<file path="config.mk">
export PLATFORM = sky130hd
export DESIGN_NAME = utf8_to_utf16_transcoder_unit
export DESIGN_NICKNAME = d
export VERILOG_FILES = /design/src/design/utu_pkg.sv /design/src/design/utu_front.sv /design/src/design/utu_queue.sv /design/src/design/utu_back.sv /design/src/design/utf8_to_utf16_transcoder_unit.sv
export SDC_FILE = /design/constraint.sdc
export NUM_CORES = 1
export LEC_CHECK = 0
export ABC_CLOCK_PERIOD_IN_PS = 4100
export BUFFER_PORTS_ARGS = -buffer_cell sky130_fd_sc_hd__buf_2
export CAP_MARGIN = 20
export CORE_UTILIZATION = 55
export DETAILED_ROUTE_END_ITERATION = 10
export GPL_ROUTABILITY_DRIVEN = 1
export PLACE_DENSITY = 0.73
export SYNTH_ARGS = -nofsm -noshare
export SYNTH_HDL_FRONTEND = slang
export SYNTH_SLANG_ARGS = --single-unit
</file>
<file path="constraint.sdc">
create_clock -name clk -period 4.1 [get_ports clk]
set_input_delay 0.41 -clock clk [delete_from_list [all_inputs] [get_ports clk]]
set_output_delay 0.41 -clock clk [all_outputs]
set_load 0.01 [all_outputs]
</file>
<file path="src/design/utu_pkg.sv">
// Shared types and constants for the UTF-8 to UTF-16 transcoder.
// No dependencies; used by every module of the block.
`default_nettype none

package utu_pkg;

	localparam int unsigned QUEUE_DEPTH_DEF = 4;

	localparam logic [20:0] SUPP_BASE    = 21'h10000;
	localparam logic [20:0] SUPP_MAX     = 21'h10FFFF;
	localparam logic [20:0] SURR_LO      = 21'h00D7FF;
	localparam logic [20:0] SURR_HI      = 21'h00E000;
	localparam logic [15:0] HIGH_SURR    = 16'hD800;
	localparam logic [15:0] LOW_SURR     = 16'hDC00;

	localparam logic [7:0]  LEAD2_MIN    = 8'hC0;
	localparam logic [7:0]  LEAD3_MIN    = 8'hE0;
	localparam logic [7:0]  LEAD4_MIN    = 8'hF0;
	localparam logic [7:0]  LEAD_END     = 8'hF8;
	localparam logic [7:0]  ASCII_END    = 8'h80;

	localparam logic [2:0]  SEQ_LEN4     = 3'd4;

	typedef enum logic {
		UNIT_SINGLE,
		UNIT_PAIR
	} unit_kind_t;

	// One decoded character waiting for the back end.
	// SINGLE: value[15:0] is the code unit. PAIR: value is code point minus 0x10000.
	typedef struct packed {
		unit_kind_t  kind;
		logic [19:0] value;
	} char_entry_t;

endpackage

`default_nettype wire

</file>
<file path="src/design/utu_front.sv">
// Front end: accepts UTF-8 bytes, tracks the open sequence, classifies results.
// Depends on utu_pkg.
`default_nettype none

module utu_front (
	input  wire                 clk,
	input  wire                 arst_n,
	input  wire                 accept,
	input  wire [7:0]           in_byte,
	output logic                push,
	output utu_pkg::char_entry_t entry
);
	import utu_pkg::*;

	logic [1:0]  pending_q;
	logic [20:0] acc_q;
	logic [2:0]  len_q;

	logic [1:0]  pending_nx;
	logic [20:0] acc_nx;
	logic [2:0]  len_nx;
	logic [20:0] acc_shift;
	logic [20:0] cp_off;

	assign acc_shift = {acc_q[14:0], in_byte[5:0]};
	assign cp_off    = acc_shift - SUPP_BASE;

	always_comb begin
		pending_nx = pending_q;
		acc_nx     = acc_q;
		len_nx     = len_q;
		push       = 1'b0;
		entry      = '{kind: UNIT_SINGLE, value: '0};
		if (in_byte == 8'h00) begin
			// terminator: drop any partial sequence
			pending_nx = '0;
			acc_nx     = '0;
			len_nx     = '0;
		end else if (pending_q != 2'd0) begin
			pending_nx = pending_q - 2'd1;
			acc_nx     = acc_shift;
			if (pending_nx == 2'd0) begin
				acc_nx = '0;
				len_nx = '0;
				if (len_q == SEQ_LEN4) begin
					if (!(acc_shift < SUPP_BASE || acc_shift > SUPP_MAX)) begin
						push  = 1'b1;
						entry = '{kind: UNIT_PAIR, value: cp_off[19:0]};
					end
				end else if (!(acc_shift > SURR_LO && acc_shift < SURR_HI)) begin
					push  = 1'b1;
					entry = '{kind: UNIT_SINGLE, value: {4'd0, acc_shift[15:0]}};
				end
			end
		end else begin
			priority if (in_byte < ASCII_END) begin
				push  = 1'b1;
				entry = '{kind: UNIT_SINGLE, value: {12'd0, in_byte}};
			end else if (in_byte < LEAD2_MIN) begin
				// stray continuation: ignore
			end else if (in_byte < LEAD3_MIN) begin
				acc_nx     = {16'd0, in_byte[4:0]};
				pending_nx = 2'd1;
				len_nx     = 3'd2;
			end else if (in_byte < LEAD4_MIN) begin
				acc_nx     = {17'd0, in_byte[3:0]};
				pending_nx = 2'd2;
				len_nx     = 3'd3;
			end else if (in_byte < LEAD_END) begin
				acc_nx     = {18'd0, in_byte[2:0]};
				pending_nx = 2'd3;
				len_nx     = SEQ_LEN4;
			end else begin
				// invalid lead: ignore
			end
		end
		if (!accept) begin
			push = 1'b0;
		end
	end

	always_ff @(posedge clk or negedge arst_n) begin
		if (!arst_n) begin
			pending_q <= '0;
			acc_q     <= '0;
			len_q     <= '0;
		end else if (accept) begin
			pending_q <= pending_nx;
			acc_q     <= acc_nx;
			len_q     <= len_nx;
		end
	end

endmodule

`default_nettype wire

</file>
<file path="src/design/utu_queue.sv">
// Short FIFO of decoded characters between front and back end.
// Depends on utu_pkg.
`default_nettype none

module utu_queue #(
	parameter int unsigned DEPTH = utu_pkg::QUEUE_DEPTH_DEF
) (
	input  wire                  clk,
	input  wire                  arst_n,
	input  wire                  push,
	input  utu_pkg::char_entry_t wr_entry,
	input  wire                  pop,
	output utu_pkg::char_entry_t rd_entry,
	output logic                 not_empty,
	output logic                 full
);
	import utu_pkg::*;

	localparam int unsigned PTR_W = (DEPTH > 1) ? $clog2(DEPTH) : 1;
	localparam int unsigned CNT_W = $clog2(DEPTH + 1);
	localparam logic [PTR_W-1:0] PTR_LAST = PTR_W'(DEPTH - 1);
	localparam logic [CNT_W-1:0] CNT_FULL = CNT_W'(DEPTH);

	char_entry_t      mem_q [DEPTH];
	logic [PTR_W-1:0] wr_ptr_q;
	logic [PTR_W-1:0] rd_ptr_q;
	logic [CNT_W-1:0] count_q;

	assign not_empty = (count_q != '0);
	assign full      = (count_q == CNT_FULL);
	assign rd_entry  = mem_q[rd_ptr_q];

	always_ff @(posedge clk) begin
		if (push) begin
			mem_q[wr_ptr_q] <= wr_entry;
		end
	end

	always_ff @(posedge clk or negedge arst_n) begin
		if (!arst_n) begin
			wr_ptr_q <= '0;
			rd_ptr_q <= '0;
			count_q  <= '0;
		end else begin
			if (push) begin
				wr_ptr_q <= (wr_ptr_q == PTR_LAST) ? '0 : wr_ptr_q + 1'b1;
			end
			if (pop) begin
				rd_ptr_q <= (rd_ptr_q == PTR_LAST) ? '0 : rd_ptr_q + 1'b1;
			end
			unique case ({push, pop})
				2'b10:   count_q <= count_q + 1'b1;
				2'b01:   count_q <= count_q - 1'b1;
				default: count_q <= count_q;
			endcase
		end
	end

	a_no_overflow: assert property (@(posedge clk) disable iff (!arst_n)
		full |-> !push || pop)
		else $error("queue written while full");

	a_no_underflow: assert property (@(posedge clk) disable iff (!arst_n)
		pop |-> not_empty)
		else $error("queue read while empty");

endmodule

`default_nettype wire

</file>
<file path="src/design/utu_back.sv">
// Back end: turns queued characters into UTF-16 code units on the output register.
// Depends on utu_pkg.
`default_nettype none

module utu_back (
	input  wire                  clk,
	input  wire                  arst_n,
	input  utu_pkg::char_entry_t rd_entry,
	input  wire                  not_empty,
	output logic                 pop,
	output logic                 out_valid,
	input  wire                  out_ready,
	output logic [15:0]          out_unit,
	output logic                 out_last
);
	import utu_pkg::*;

	logic        valid_q;
	logic [15:0] unit_q;
	logic        last_q;
	logic        low_pend_q;
	logic [9:0]  low_bits_q;
	logic        load;

	assign load      = !valid_q || out_ready;
	assign pop       = load && !low_pend_q && not_empty;
	assign out_valid = valid_q;
	assign out_unit  = unit_q;
	assign out_last  = last_q;

	always_ff @(posedge clk) begin
		if (load) begin
			if (low_pend_q) begin
				unit_q <= LOW_SURR + {6'd0, low_bits_q};
				last_q <= 1'b1;
			end else if (not_empty) begin
				unique case (rd_entry.kind)
					UNIT_SINGLE: begin
						unit_q <= rd_entry.value[15:0];
						last_q <= 1'b1;
					end
					UNIT_PAIR: begin
						unit_q <= HIGH_SURR + {6'd0, rd_entry.value[19:10]};
						last_q <= 1'b0;
					end
					default: begin
						unit_q <= rd_entry.value[15:0];
						last_q <= 1'b1;
					end
				endcase
			end
			if (!low_pend_q) begin
				low_bits_q <= rd_entry.value[9:0];
			end
		end
	end

	always_ff @(posedge clk or negedge arst_n) begin
		if (!arst_n) begin
			valid_q    <= 1'b0;
			low_pend_q <= 1'b0;
		end else if (load) begin
			if (low_pend_q) begin
				valid_q    <= 1'b1;
				low_pend_q <= 1'b0;
			end else begin
				valid_q    <= not_empty;
				low_pend_q <= not_empty && (rd_entry.kind == UNIT_PAIR);
			end
		end
	end

	a_low_follows_high: assert property (@(posedge clk) disable iff (!arst_n)
		low_pend_q |-> valid_q && !last_q)
		else $error("low surrogate pending without high surrogate shown");

	a_high_has_low: assert property (@(posedge clk) disable iff (!arst_n)
		valid_q && !last_q |-> low_pend_q)
		else $error("high surrogate shown with no low surrogate pending");

	a_low_after_high: assert property (@(posedge clk) disable iff (!arst_n)
		low_pend_q && out_ready |=> valid_q && last_q && unit_q[15:10] == LOW_SURR[15:10])
		else $error("low surrogate did not follow high surrogate");

endmodule

`default_nettype wire

</file>
<file path="src/design/utf8_to_utf16_transcoder_unit.sv">
// Top level of the UTF-8 to UTF-16 transcoder: front end, character queue, back end.
// Depends on utu_pkg, utu_front, utu_queue and utu_back.
`default_nettype none

// Channel   Dir  Width  Contents
// s_axis    in   8      s_tdata[7:0] = in_byte (0x00 ends the string)
// m_axis    out  16+1   m_tdata[15:0] = code_unit, m_tlast = last_of_run
//
// The front end takes one byte per cycle while the queue has room; a byte's
// result is written to the queue and from there reaches the output register.
// The back end shows one code unit per cycle while m_tready is high; a
// four-byte sequence yields two units, so it holds the back end for both
// while the front end keeps taking bytes until the QUEUE_DEPTH-entry queue fills.
// Reset clears the open sequence, the queue and the output register; there is
// no clearing pass. A stall on m_tready backs up through the queue to s_tready.
module utf8_to_utf16_transcoder_unit #(
	parameter int unsigned QUEUE_DEPTH = utu_pkg::QUEUE_DEPTH_DEF
) (
	input  wire         clk,
	input  wire         arst_n,
	input  wire         s_tvalid,
	output logic        s_tready,
	input  wire  [7:0]  s_tdata,   // [7:0] in_byte
	output logic        m_tvalid,
	input  wire         m_tready,
	output logic [15:0] m_tdata,   // [15:0] code_unit
	output logic        m_tlast    // last_of_run
);
	import utu_pkg::*;

	logic        accept;
	logic        push;
	logic        pop;
	logic        not_empty;
	logic        full;
	char_entry_t wr_entry;
	char_entry_t rd_entry;

	// take a byte whenever the queue can absorb its result
	assign s_tready = !full;
	assign accept   = s_tvalid && s_tready;

	utu_front u_front (
		.clk     (clk),
		.arst_n  (arst_n),
		.accept  (accept),
		.in_byte (s_tdata),
		.push    (push),
		.entry   (wr_entry)
	);

	utu_queue #(
		.DEPTH (QUEUE_DEPTH)
	) u_queue (
		.clk       (clk),
		.arst_n    (arst_n),
		.push      (push),
		.wr_entry  (wr_entry),
		.pop       (pop),
		.rd_entry  (rd_entry),
		.not_empty (not_empty),
		.full      (full)
	);

	utu_back u_back (
		.clk       (clk),
		.arst_n    (arst_n),
		.rd_entry  (rd_entry),
		.not_empty (not_empty),
		.pop       (pop),
		.out_valid (m_tvalid),
		.out_ready (m_tready),
		.out_unit  (m_tdata),
		.out_last  (m_tlast)
	);

endmodule

`default_nettype wire

</file>
**Yosys cells after proc, flatten, opt, wreduce, memory -nomap -nowiden**

Memory sizes are Yosys's and may differ from the RTL's.
Cells that the tools add are included.
W data, S select, Z words.

- Add/subtract/negate cells: 8
- Magnitude comparators: 9
- Eq/ne operators: 9
- Multiplexer cells: 50
- Bitwise gates (word level): 2
- Reductions and logical operators: 21

Operator list:

| operator | number |
|---|---|
| $mux W15 | 8 |
| $mux W21 | 5 |
| $mux W16 | 3 |
| $lt A8 B8 Y1 const B | 5 |
| $add A15 B11 Y16 const A | 2 |
| $pmux W16 S2 | 1 |
| $mux W3 | 8 |
| $gt A21 B16 Y1 const B | 1 |
| $gt A21 B21 Y1 const B | 1 |
| $lt A21 B16 Y1 const B | 1 |
| $lt A21 B17 Y1 const B | 1 |
| $sub A20 B17 Y20 const B | 1 |
| $mux W2 | 9 |
| $mux W1 | 13 |
| $logic_not A8 Y1 | 1 |
| $mux W8 | 1 |
| $eq A2 B2 Y1 const B | 3 |
| $eq A3 B3 Y1 const B | 2 |
| $ne A3 B1 Y1 const B | 2 |
| $pmux W3 S2 | 1 |
| $reduce_bool A2 Y1 | 3 |
| $logic_and A1 B1 Y1 | 5 |
| $reduce_and A5 Y1 | 1 |
| $reduce_bool A5 Y1 | 1 |
| other kinds (14) | 20 |

- Flip-flop bits (word level): 56
- RAM bits: 84
- Output and inout bits: 19
- Logic and storage cells: 111
- Memories kept: 1

Memory list:

| name | depth | bits a word | read ports | clocked after Yosys merged registers in | wr ports | RTL line | text |
|---|---|---|---|---|---|---|---|
| u_queue.mem_q | 4 | 21 | 1 | 0 | 1 | utu_queue.sv:24 | `char_entry_t mem_q [DEPTH];` |

**Depth between registers and ports, before layout**

Gate-level depths: netlist of run 1.

- Depth in word-level cells: 10
- Mapped depth: 12

**Cells and area by module**

A second synthesis of run 1 with hierarchy kept.

- Cell total of the unflattened synthesis: 378
- Area total of the unflattened synthesis: 5967.0 um2

Modules (own cells, without submodules):

| module | times used | cells an instance | area an instance (um2) |
|---|---|---|---|
| utu_queue | 1 | 145 | 3475.8 |
| utu_front | 1 | 150 | 1285.0 |
| utu_back | 1 | 81 | 1196.1 |
| utf8_to_utf16_transcoder_unit | 1 | 2 | 10.0 |

**Worst setup path after synthesis of run 1**

No wires, ideal clock.

- Path type: register to register
- Start: register u_front.acc_q[12]
- End: register u_queue.count_q[2]
- Library setup time: 79 ps
- Arrival: 2630 ps
- Data required time: 4021 ps
- Setup slack: 1391 ps
- Cell stages (with the launch flop): 12
- Path buffers: 0
- Period minus slack after synthesis: 2709 ps
- Path through: dfrtp_1 > or4_4 > nor3_2 > a311oi_1 > o2bb2ai_2 > o211ai_4 > ha_1 > inv_1 > fa_1 > xor2_1 > nor2_1 > xor2_1

- Longest elaborated chain between the ends: 10

RTL lines:

| item | RTL line | text |
|---|---|---|
| start, declared | utu_front.sv:16 | `logic [20:0] acc_q;` |
| start signal, assigned | utu_front.sv:89 | `acc_q <= acc_nx;` |
| $gt A21 B16 Y1, or another cell as far along | utu_front.sv:50 | `end else if (!(acc_shift > SURR_LO && acc_shift < SURR_HI)) begin` |
| $logic_and A1 B1 Y1 / $logic_or A1 B1 Y1 (equally long branches) | utu_front.sv:50, utu_front.sv:46 |  |
| $mux W1 (on tied branches) | utu_front.sv:50, utu_front.sv:46 |  |
| $mux W1 (*) | utu_front.sv:45 | `if (len_q == SEQ_LEN4) begin` |
| $mux W1 (*) | utu_front.sv:42 | `if (pending_nx == 2'd0) begin` |
| $mux W1 (*) | utu_front.sv:39 | `end else if (pending_q != 2'd0) begin` |
| $mux W1 (*) | utu_front.sv:34 | `if (in_byte == 8'h00) begin` |
| $mux W1 (*) | utu_front.sv:77 | `if (!accept) begin` |
| $eq A2 B1 Y1 / $eq A2 B2 Y1 (equally long branches) | utu_queue.sv:51 | `unique case ({push, pop})` |
| $pmux W3 S2 / $reduce_bool A2 Y1 (equally long branches) | - |  |
| end signal, assigned | utu_queue.sv:52 | `2'b10: count_q <= count_q + 1'b1;` |
| end signal, assigned | utu_queue.sv:53 | `2'b01: count_q <= count_q - 1'b1;` |
| end signal, assigned | utu_queue.sv:54 | `default: count_q <= count_q;` |
| end, declared | utu_queue.sv:27 | `logic [CNT_W-1:0] count_q;` |

Mark *: on every way between the ends. The rest lies on a longest branch, timed or not.
A chain may end at the register's enable or synchronous reset.

**Final worst setup path of run 1**

Ends and elaborated chain as after synthesis.

==> qor.txt, run 1 <==
Avg WL per Cell: 18.6 um
RSZ-0062 raised after global routing: false
fin nets: 439
Core Area: 10,300 sq um
routed wire length: 10.6 mm
Hold Path Class: in2reg
post-synthesis compound-gate area fraction: 5.78%
GRT Resource Usage Total: 21.5%
CTS Buf Count: 17
area delta synth->final: 15.2%
final hold violations: 0
normalized max-slew margin: 32.6%
worst skew pair latency: 0.52 ns
crit path DAT: 3.51 ns
Sw Pwr: 1500 uW
DR iter-0 viols: 264
min Tclk post-route: 3.07 ns
leakage: 0.00253 uW
switching fraction of total power: 29.9%
share of cells above drive strength 1: 23.1%
clk buf depth: 2
kind of critical path: reg2reg
DR DRC count: 0
CTS sink cnt: 140
ANT nets after route: 0
fin. max-slew vios: 0
Pre-Repair DR Iteration Count: 4
worst slew pin tran: 1.01 ns
GRT overflow: 0
Starting Density: 56.9%
EDFF count, synth: 111
Synth Area in Simple Gates: 9.25%
Ports: 31
power share of the combinational group: 26.2%
initial antenna violation count: 0
Synth Instances: 377
Clock transition at path regs: 0.06 ns
Most used DFF post-synth: edfxtp_1
Critical Path Sink Type: flop
largest net degree at the start of global routing: 30
Port Buffers: 30
Die H: 105 um
commonest non-fill, non-tap cell in the layout: edfxtp_1
Reg power frac: 44.5%
Die ar.: 11,100 sq um
Cell Pwr Density: 739 nW/um^2
Clk pwr share: 29.3%
fillcell total: 714
Seq cells post-synth: 140
# Max-Cap Violations: 0
crit path max fanout: 13
sequential fraction of the synthesis area: 69.1%
gpl congestion: 0.936
Cell Area, Placed: 6180 sq um
TritonCTS clock tree: yes
Yosys warnings: 0
Peak Freq: 326 MHz
Yosys cell types: 53
most frequent cells in the layout: 111 x edfxtp_1, 30 x buf_2, 29 x o21ai_0, 29 x dfrtp_1, 25 x inv_1
Mean Syn Cell Area: 15.6 sq um
setup TNS: 0 ns
DR vias/cell: 5.74
P_int: 3500 uW
multiplexer share of the synthesized area: 10.6%
Final Cycle Share: 74.8%
worst vdd ir: 0.319 mV
number of global-route vias before repair: 3,352
final setup vio count: 0
H-tree depth: 4
status: finished, final reports clean
row count: 37
first-pass GRT wire length: 17.2 mm
Finished Cell Area: 6760 sq um
ys async rst share: 20.7%
root buffer cell: clkbuf_8
xor/xnor share of the synthesized area: 0.597%
Synthesized Nets: 397
Syn Std Cell Area: 5870 sq um
post-CTS setup buffers: 0
Ant. Diodes: 0
Worst Path Required: 4.55 ns
vias: 3,259
CP startpoint kind: flop
post-detail-place hpwl: 7.03 mm
Synth Area in Adders: 1.83%
worst clock skew: 0.00744 ns
largest family of logic cells by synthesized area: multiplexers
Die Wd: 105 um
==> path summary, 6_finish.rpt <==
kind,startpoint,endpoint,slack [ns],cells past startpoint
worst max register to register,u_front.acc_q[12],u_queue.count_q[2],1.03,11
min in group asynchronous,arst_n,u_front.acc_q[8],0.46,2
worst min-delay path,s_tdata[2],u_front.acc_q[2],0.18,3
worst min register to register,u_queue.count_q[0],u_queue.count_q[0],0.51,1
max in group asynchronous,arst_n,u_queue.rd_ptr_q[0],3.20,2
worst max-delay path,u_front.acc_q[12],u_queue.count_q[2],1.03,11
==> registers in the layout (all words and copies together) (netlist names) <==
| register | count |
|---|---|
| u_back.out_unit | 16 |
| u_front.acc_q | 15 |
| u_queue.mem_q | 84 |
| u_front.len_q | 3 |
| u_queue.rd_ptr_q | 2 |
| u_back.out_last | 1 |
| u_back.low_bits_q | 10 |
| u_queue.wr_ptr_q | 2 |
| u_back.out_valid | 1 |
| u_front.pending_q | 2 |
| u_queue.count_q | 3 |
| u_back.low_pend_q | 1 |
==> cell families after synthesis <==
| group | after synthesis |
|---|---|
| simple gates | 97 |
| fa+ha+maj | 8 |
| flops | 140 |
| compound gates | 52 |
| mux | 35 |
| buf+inv | 41 |
| xor+xnor | 4 |
==> per-stage QoR <==
| step | hold WS (ns) | power [uW] | cells | setup WS [ns] | util, % |
|---|---|---|---|---|---|
| 2_1_floorplan | 0.114 | 3170 | 377 | 1.39 | - |
| 3_3_place_gp | 0.474 | 3510 | 535 | 1.22 | 59.9 |
| 3_5_place_dp | 0.483 | 3570 | 535 | 1.07 | 59.9 |
| 4_1_cts | 0.147 | 5040 | 568 | 1.05 | 65.5 |
| 5_1_grt | 0.185 | 5270 | 568 | 0.831 | 65.5 |
| 6_report | 0.176 | 5000 | 568 | 1.03 | 65.5 |
==> what timing repair did <==
action / in CTS / in global routing
hold buffers: 1 / 0
gates resized for setup: 0 / 0
hold endpoints to repair: 29 / 0
==> metal layers <==
layer	vias up	routed length [um]	track usage, %
met2	102	5450	34.7
met5	-	0	0
met4	0	157	8.35
met3	18	506	7.30
li1	1518	-	-
met1	1621	4480	26.8
==> cells in the mapped netlist (2+ instances only) <==
cell / n / area, sq um
or4_4: 2 / 22.5
ha_1: 7 / 87.6
buf_2: 6 / 30.0
and2_1: 4 / 25.0
o21ai_0: 29 / 145
a21o_1: 2 / 15.0
edfxtp_1: 111 / 3330
clkbuf_1: 8 / 30.0
and2b_1: 4 / 30.0
dfrtp_1: 29 / 726
o31ai_1: 2 / 15.0
nor2_1: 12 / 45.0
a21oi_1: 5 / 25.0
nor3_1: 3 / 15.0
nor2b_1: 5 / 31.3
xor2_1: 2 / 17.5
xnor2_1: 2 / 17.5
mux2_2: 2 / 22.5
or3_1: 5 / 31.3
and3_1: 11 / 68.8
inv_1: 25 / 93.8
nand3_1: 18 / 90.1
nand2_1: 20 / 75.1
mux4_2: 21 / 473
nand4_1: 5 / 31.3
mux2i_1: 10 / 100
==> power groups by stage <==
stage / Sequential, uW / Combinational [uW] / Clock (uW)
CTS: 2230 / 1330 / 1490
detailed placement: 2250 / 1320 / 0
floorplan: 2180 / 983 / 0
finish: 2220 / 1310 / 1460
global placement: 2240 / 1270 / 0
global route: 2270 / 1450 / 1550
==> critical path, cell delays in order, from the launching register on <==
cell and delay [ns]:
dfrtp_1 0.43, or4_4 0.59, nor3_2 0.17, a311oi_1 0.15, o2bb2ai_2 0.25, o211ai_4 0.30, ha_1 0.24, inv_1 0.07
fa_1 0.37, xor2_1 0.17, nor2_1 0.11, xor2_1 0.15
==> area by class of cell <==
class	instances	area [sq um]	share of cell area, %
Clock buffer	18	418	6.18
Tap cell	136	170	2.52
Sequential cell	140	4060	60.0
Clock inverter	14	153	2.26
Timing Repair Buffer	39	220	3.26
Multi-Input combinational cell	196	1650	24.4
Inverter	25	93.8	1.39
No activity file was read; power rests on OpenSTA's default activity.
==> run 2, diff against run 1 <==
--- a/config.mk
+++ b/config.mk
@@ -5,13 +5,14 @@
 export SDC_FILE = /design/constraint.sdc
 export NUM_CORES = 1
 export LEC_CHECK = 0
-export ABC_CLOCK_PERIOD_IN_PS = 4100
+export ABC_AREA = 1
+export ABC_CLOCK_PERIOD_IN_PS = 2500
 export BUFFER_PORTS_ARGS = -buffer_cell sky130_fd_sc_hd__buf_2
 export CAP_MARGIN = 20
 export CORE_UTILIZATION = 55
 export DETAILED_ROUTE_END_ITERATION = 10
 export GPL_ROUTABILITY_DRIVEN = 1
-export PLACE_DENSITY = 0.73
+export PLACE_DENSITY = 0.76
 export SYNTH_ARGS = -nofsm -noshare
 export SYNTH_HDL_FRONTEND = slang
 export SYNTH_SLANG_ARGS = --single-unit
==> constraint.sdc (replaced) <==
create_clock -name clk -period 2.5 [get_ports clk]
set_input_delay 0.25 -clock clk [delete_from_list [all_inputs] [get_ports clk]]
set_output_delay 0.25 -clock clk [all_outputs]
set_load 0.01 [all_outputs]
==> run 2 against run 1 <==
Net effect:
- design area up 6.1%
- via count rose by 30%
- die area grew 4.6%
- non-clock buffer count grew 6
- worst hold slack worse by 0.15 ns
- combinational power rose by 140%
- clock skew increased by 0.0018 ns
- critical endpoint is now u_queue.count_q[1]
==> qor.txt, run 2 <==
root buffer cell: clkbuf_8 (unchanged)
fin cells: 764 (was 568)
kind of critical path: reg2reg (unchanged)
GRT Resource Usage Total: 24.7% (was 21.5%)
power share of the combinational group: 32.7% (was 26.2%)
Die Wd: 108 um (was 105 um)
GRT overflow: 0 (unchanged)
P_int: 6130 uW (was 3500 uW)
share of cells above drive strength 1: 17.1% (was 23.1%)
dpl cells: 729 (was 535)
Seq cells post-synth: 140 (unchanged)
leakage: 0.00297 uW (was 0.00253 uW)
Largest register FFs: 84 (unchanged)
worst clock skew: 0.00924 ns (was 0.00744 ns)
EDFF count, synth: 111 (unchanged)
DR vias/cell: 5.56 (was 5.74)
number of global-route vias before repair: 4,179 (was 3,352)
min Tclk post-route: 2.34 ns (was 3.07 ns)
Most used DFF post-synth: edfxtp_1 (unchanged)
routed wire length: 13.0 mm (was 10.6 mm)
Synth Instances: 567 (was 377)
Mean Syn Cell Area: 10.8 sq um (was 15.6 sq um)
Hold Path Class: in2reg (unchanged)
Die ar.: 11,600 sq um (was 11,100 sq um)
Final Cycle Share: 93.6% (was 74.8%)
Die H: 108 um (was 105 um)
Starting Density: 56.7% (was 56.9%)
worst slew pin tran: 0.804 ns (was 1.01 ns)
Clock transition at path regs: 0.07 ns (was 0.06 ns)
normalized max-slew margin: 46.2% (was 32.6%)
final core occ: 66.2% (was 65.5%)
area share of the largest cell type after synthesis: 54.2% (was 56.8%)
Avg WL per Cell: 17.1 um (was 18.6 um)
DR iter-0 viols: 371 (was 264)
clk buf depth: 2 (unchanged)
CTS Buf Count: 17 (unchanged)
Cell Area, Placed: 6500 sq um (was 6180 sq um)
fillcell total: 814 (was 714)
final setup vio count: 0 (unchanged)
worst vdd ir: 0.548 mV (was 0.319 mV)
Sw Pwr: 3330 uW (was 1500 uW)
switching fraction of total power: 35.2% (was 29.9%)
Reg power frac: 38.9% (was 44.5%)
CTS sink cnt: 140 (unchanged)
largest net degree at the start of global routing: 35 (was 30)
# Max-Cap Violations: 0 (unchanged)
crit path DAT: 2.79 ns (was 3.51 ns)
post-detail-place hpwl: 8.37 mm (was 7.03 mm)
Clk pwr share: 28.5% (was 29.3%)
CP startpoint kind: flop (unchanged)
Syn Std Cell Area: 6140 sq um (was 5870 sq um)
Port Buffers: 30 (unchanged)
ANT nets after route: 0 (unchanged)
Ports: 31 (unchanged)
Power Total: 9460 uW (was 5000 uW)
Worst Path Required: 2.95 ns (was 4.55 ns)
final hold violations: 0 (unchanged)
Pre-Repair DR Iteration Count: 5 (was 4)
Yosys warnings: 0 (unchanged)
most frequent cells in the layout: 139 x nand2_1, 111 x edfxtp_1, 61 x inv_1 (was 111 x edfxtp_1, 30 x buf_2, 29 x o21ai_0, 29 x dfrtp_1, 25 x inv_1)
fin nets: 631 (was 439)
gpl congestion: 0.933 (was 0.936)
Synthesized Nets: 587 (was 397)
initial antenna violation count: 0 (unchanged)
Core Area: 10,800 sq um (was 10,300 sq um)
Peak Freq: 427 MHz (was 326 MHz)
area delta synth->final: 16.7% (was 15.2%)
crit-path cells: inv_1, ha_1, nand3_1, nor2_2, nand3_1, nand2_2, nand2_4, nand3_4, nand2_4, ha_1, inv_1, fa_1, o21ai_0 (was or4_4, nor3_2, a311oi_1, o2bb2ai_2, o211ai_4, ha_1, inv_1, fa_1, xor2_1, nor2_1, xor2_1)
Critical Path Sink Type: flop (unchanged)
first-pass GRT wire length: 21.1 mm (was 17.2 mm)
fin. max-slew vios: 0 (unchanged)
Yosys cell types: 36 (was 53)
Largest Register: u_queue.mem_q (unchanged)
crit path max fanout: 7 (was 13)
Ant. Diodes: 0 (unchanged)
Synth top cells by count: 141 x nand2_1, 111 x edfxtp_1, 62 x inv_1 (was 111 x edfxtp_1, 29 x dfrtp_1, 29 x o21ai_0)
row count: 38 (was 37)
commonest non-fill, non-tap cell in the layout: nand2_1 (was edfxtp_1)
Finished Cell Area: 7170 sq um (was 6760 sq um)
top cells by area, synth: edfxtp_1 54%, dfrtp_1 12%, nand2_1 8.6% (was edfxtp_1 57%, dfrtp_1 12%, mux4_2 8.1%)
slowest stage delay, CP: 0.41 ns (was 0.59 ns)
ys async rst share: 20.7% (unchanged)
TritonCTS clock tree: yes (unchanged)
status: finished, final reports clean (unchanged)
sequential fraction of the synthesis area: 66.1% (was 69.1%)
CP max-delay cell: fa_1 (was or4_4)
H-tree depth: 4 (unchanged)
Cell Pwr Density: 1320 nW/um^2 (was 739 nW/um^2)
vias: 4,249 (was 3,259)
worst skew pair latency: 0.53 ns (was 0.52 ns)
most frequent cell after synthesis: nand2_1 (was edfxtp_1)
DR DRC count: 0 (unchanged)
Synth area leader: edfxtp_1 (unchanged)
==> run 2: through the flow <==
step	TNS [ns]	setup slack (ns)	hold slack [ns]
after global placement	0	0.254	0.332
final	0	0.161	0.0219
after CTS	0	0.155	0.00330
after global routing	-0.00643	-0.00643	0.0294
after detailed placement	0	0.155	0.352
after floorplan	-7.21	-0.0859	-0.0456
==> run 2: path summary, 6_finish.rpt <==
check / from / to / slack [ns] / cells after the start
max: u_front.acc_q[10] / u_queue.count_q[1] / 0.16 / 13
min: m_tready / u_back.out_valid / 0.02 / 4
max reg2reg: u_front.acc_q[10] / u_queue.count_q[1] / 0.16 / 13
min reg2reg: u_front.len_q[2] / u_front.len_q[2] / 0.50 / 2
max in group asynchronous: arst_n / u_back.out_valid / 1.72 / 2
min in group asynchronous: arst_n / u_front.pending_q[0] / 0.31 / 2
==> run 2: layer usage <==
metal  share of wire [%]  global-route usage, %  vias to the layer above  routed length (um)
met3                 5.1                   5.45                       20                 671
met2                  50                   41.1                      154                6570
met5                   0                      0                        -                   0
li1                    -                      -                     2017                   -
met1                  43                   31.3                     2058                5590
met4                 1.7                   10.3                        0                 222
==> run 2: final cells by class <==
cell class              instances  area (sq um)  share of cell area (%)
clock inverters                14           216                    3.02
clock buffers                  18           418                    5.83
repair buffers                 45           315                    4.40
multi-input cells             339          1730                    24.2
well taps                     140           175                    2.44
inverters                      68           255                    3.56
flip-flops and latches        140          4060                    56.6
==> run 2: repair_timing <==
item,CTS,global route
hold buffers,1,0
hold endpoints to repair,29,0
resized for setup,0,6
buffers inserted,0,2
endpoints found under the setup margin,0,2
==> run 2: power by group through the flow <==
stage / Combinational [uW] / Clock, uW / Sequential, uW
3_3_place_gp: 2920 / 0 / 3680
3_5_place_dp: 3010 / 0 / 3710
6_report: 3090 / 2690 / 3680
5_1_grt: 3440 / 2810 / 3730
2_1_floorplan: 2060 / 0 / 3730
4_1_cts: 3060 / 2720 / 3670
==> run 2: logic make-up after synthesis <==
family	synth area share [%]
buf+inv	5.99
mux	0.163
flops	66.1
xor+xnor	0.570
fa+ha+maj	1.75
simple gates	18.6
compound gates	6.84
==> run 2: critical path: cells and delay by family (launching register included) <==
| kind | cells | cell delay [ns] |
|---|---|---|
| adders and majority gates | 3 | 0.81 |
| AOI/OAI and AO/OA | 1 | 0.17 |
| DFF | 1 | 0.39 |
| and+or+nand+nor | 7 | 0.69 |
| buffers and inverters | 2 | 0.21 |
==> run 3, diff against run 2 <==
--- a/config.mk
+++ b/config.mk
@@ -5,7 +5,6 @@
 export SDC_FILE = /design/constraint.sdc
 export NUM_CORES = 1
 export LEC_CHECK = 0
-export ABC_AREA = 1
 export ABC_CLOCK_PERIOD_IN_PS = 2500
 export BUFFER_PORTS_ARGS = -buffer_cell sky130_fd_sc_hd__buf_2
 export CAP_MARGIN = 20
==> run 3 against run 2 <==
Net effect:
- the flow now finishes with violations (setup timing)
- final cell count shrank 21%
- sequential power decreased by 5%
- global-route usage is 1.4 points lower
- register-to-register slack worse by 0.45 ns
- non-clock buffer count up 33
- critical path type unchanged
- largest cell class unchanged
==> qor.txt, run 3 (synthesis results as in run 1) <==
final core occ: 70.1% (was 66.2%)
kind of critical path: reg2reg (unchanged)
Ports: 31 (unchanged)
Pre-Repair DR Iteration Count: 5 (unchanged)
Starting Density: 56.9% (was 56.7%)
Largest register FFs: 84 (unchanged)
Die Wd: 105 um (was 108 um)
number of global-route vias before repair: 3,683 (was 4,179)
Final WS setup: -0.285 ns (was 0.161 ns)
initial antenna violation count: 0 (unchanged)
H-tree depth: 4 (unchanged)
Hold Crit Depth: 4 (unchanged)
area delta synth->final: 23.4% (was 16.7%)
Ant. Diodes: 0 (unchanged)
TritonCTS clock tree: yes (unchanged)
worst slew pin tran: 0.713 ns (was 0.804 ns)
Worst Path Required: 2.74 ns (was 2.95 ns)
Largest Register: u_queue.mem_q (unchanged)
Core Area: 10,300 sq um (was 10,800 sq um)
Hold Path Class: in2reg (unchanged)
share of cells above drive strength 1: 31.5% (was 17.1%)
crit path max fanout: 5 (was 7)
worst vdd ir: 0.529 mV (was 0.548 mV)
RSZ-0062 raised after global routing: true
final setup vio count: 90 (was 0)
fin nets: 478 (was 631)
routed wire length: 12.0 mm (was 13.0 mm)
normalized max-slew margin: 52.5% (was 46.2%)
# Max-Cap Violations: 0 (unchanged)
clk buf depth: 2 (unchanged)
dpl cells: 567 (was 729)
root buffer cell: clkbuf_8 (unchanged)
fillcell total: 644 (was 814)
Clk pwr share: 29.7% (was 28.5%)
DR DRC count: 0 (unchanged)
worst skew pair latency: 0.52 ns (was 0.53 ns)
Clock transition at path regs: 0.06 ns (was 0.07 ns)
Final Cycle Share: 111% (was 93.6%)
CTS sink cnt: 140 (unchanged)
commonest non-fill, non-tap cell in the layout: edfxtp_1 (was nand2_1)
DR iter-0 viols: 261 (was 371)
gpl congestion: 0.892 (was 0.933)
power share of the combinational group: 30.5% (was 32.7%)
leakage: 0.00278 uW (was 0.00297 uW)
post-detail-place hpwl: 7.30 mm (was 8.37 mm)
ANT nets after route: 0 (unchanged)
Avg WL per Cell: 19.9 um (was 17.1 um)
vias: 3,478 (was 4,249)
largest net degree at the start of global routing: 30 (was 35)
Peak Freq: 359 MHz (was 427 MHz)
Die H: 105 um (was 108 um)
Sw Pwr: 2600 uW (was 3330 uW)
first-pass GRT wire length: 18.6 mm (was 21.1 mm)
CP startpoint kind: flop (unchanged)
crit path DAT: 3.02 ns (was 2.79 ns)
Reg2Reg Depth: 11 (was 13)
final hold violations: 0 (unchanged)
CTS Buf Count: 17 (unchanged)
Cell Area, Placed: 6470 sq um (was 6500 sq um)
row count: 37 (was 38)
Finished Cell Area: 7240 sq um (was 7170 sq um)
Port Buffers: 30 (unchanged)
Multi-input gate area: 1700 sq um (was 1730 sq um)
most frequent cells in the layout: 111 x edfxtp_1, 38 x buf_4, 30 x buf_2 (was 139 x nand2_1, 111 x edfxtp_1, 61 x inv_1)
FF/Latch Area: 4060 sq um (unchanged)
Critical Path Sink Type: flop (unchanged)
min Tclk post-route: 2.78 ns (was 2.34 ns)
DR vias/cell: 5.74 (was 5.56)
GRT overflow: 0 (unchanged)
Die ar.: 11,100 sq um (was 11,600 sq um)
switching fraction of total power: 29.5% (was 35.2%)
P_int: 6210 uW (was 6130 uW)
Cell Pwr Density: 1220 nW/um^2 (was 1320 nW/um^2)
GRT Resource Usage Total: 23.3% (was 24.7%)
fin. max-slew vios: 0 (unchanged)
worst clock skew: 0.0181 ns (was 0.00924 ns)
status: complete, but fails checks (was finished, final reports clean)
Reg power frac: 39.9% (was 38.9%)
violated checks: setup timing
fin cells: 606 (was 764)
## run 3: changes by cell type in the layout (fill, tap and decap cells not counted), sizes merged, moves of 21 or more
cell	change
buf	+30
inv	-44
mux4	+21
nand2	-126
nand3	-28
nor2	-44
## run 3: final timing paths
check                           slack, ns                  end               from
worst max-delay path                -0.28  u_queue.mem_q[1][1]  u_front.acc_q[13]
worst min-delay path                 0.11     u_front.acc_q[1]         s_tdata[1]
worst max register to register      -0.28  u_queue.mem_q[1][1]  u_front.acc_q[13]
worst min register to register       0.50     u_front.len_q[0]   u_front.len_q[0]
max in group asynchronous            1.71     u_back.out_valid             arst_n
min in group asynchronous            0.31     u_front.acc_q[1]             arst_n
## run 3: final cells by class
class                   count  share of cell area [%]
flip-flops and latches    140                    56.0
inverters                  25                    1.30
multi-input cells         196                    23.4
clock inverters            14                    2.78
well taps                 136                    2.35
repair buffers             78                    8.40
clock buffers              17                    5.72
## run 3: metal layers
layer	wire [um]	global-route usage [%]	part of all wire (%)
met4	150	11.1	1.2
met2	6330	39.8	53
met1	4850	27.2	40
met5	0	0	0
met3	718	6.74	6.0
## run 3: worst max-delay path, stage by stage, from the launching register on
cell	delay, ns
dfrtp_1	0.39
or4_4	0.58
buf_4	0.16
buf_6	0.10
nand2_1	0.08
a31oi_2	0.06
o2bb2ai_4	0.20
o211ai_4	0.11
buf_4	0.16
buf_4	0.14
and2b_4	0.34
clkbuf_16	0.18
## run 3: what timing repair did
action	CTS	global route
setup endpoints to repair	2	94
hold buffers	2	0
pin swaps	5	0
gates resized for setup	4	7
hold endpoints to repair	30	0
setup buffers	1	2
gates cloned	0	3
## run 3: power by group through the flow
stage | Combinational, uW | Clock [uW] | Sequential (uW)
after floorplan | 1620 | 0 | 3580
after global placement | 2480 | 0 | 3500
after detailed placement | 2560 | 0 | 3540
after CTS | 2630 | 2640 | 3510
after global routing | 2920 | 2730 | 3560
final | 2680 | 2610 | 3510
## run 3: stage by stage
stage / total power [uW] / hold WS, ns / TNS (ns) / worst slack [ns]
after floorplan: 5200 / -0.0456 / -0.230 / -0.172
after global placement: 5980 / 0.336 / -0.126 / -0.124
after detailed placement: 6100 / 0.342 / -0.314 / -0.233
after CTS: 8780 / 0.0853 / -6.87 / -0.261
after global routing: 9220 / 0.104 / -25.33 / -0.368
final: 8800 / 0.106 / -18.38 / -0.285
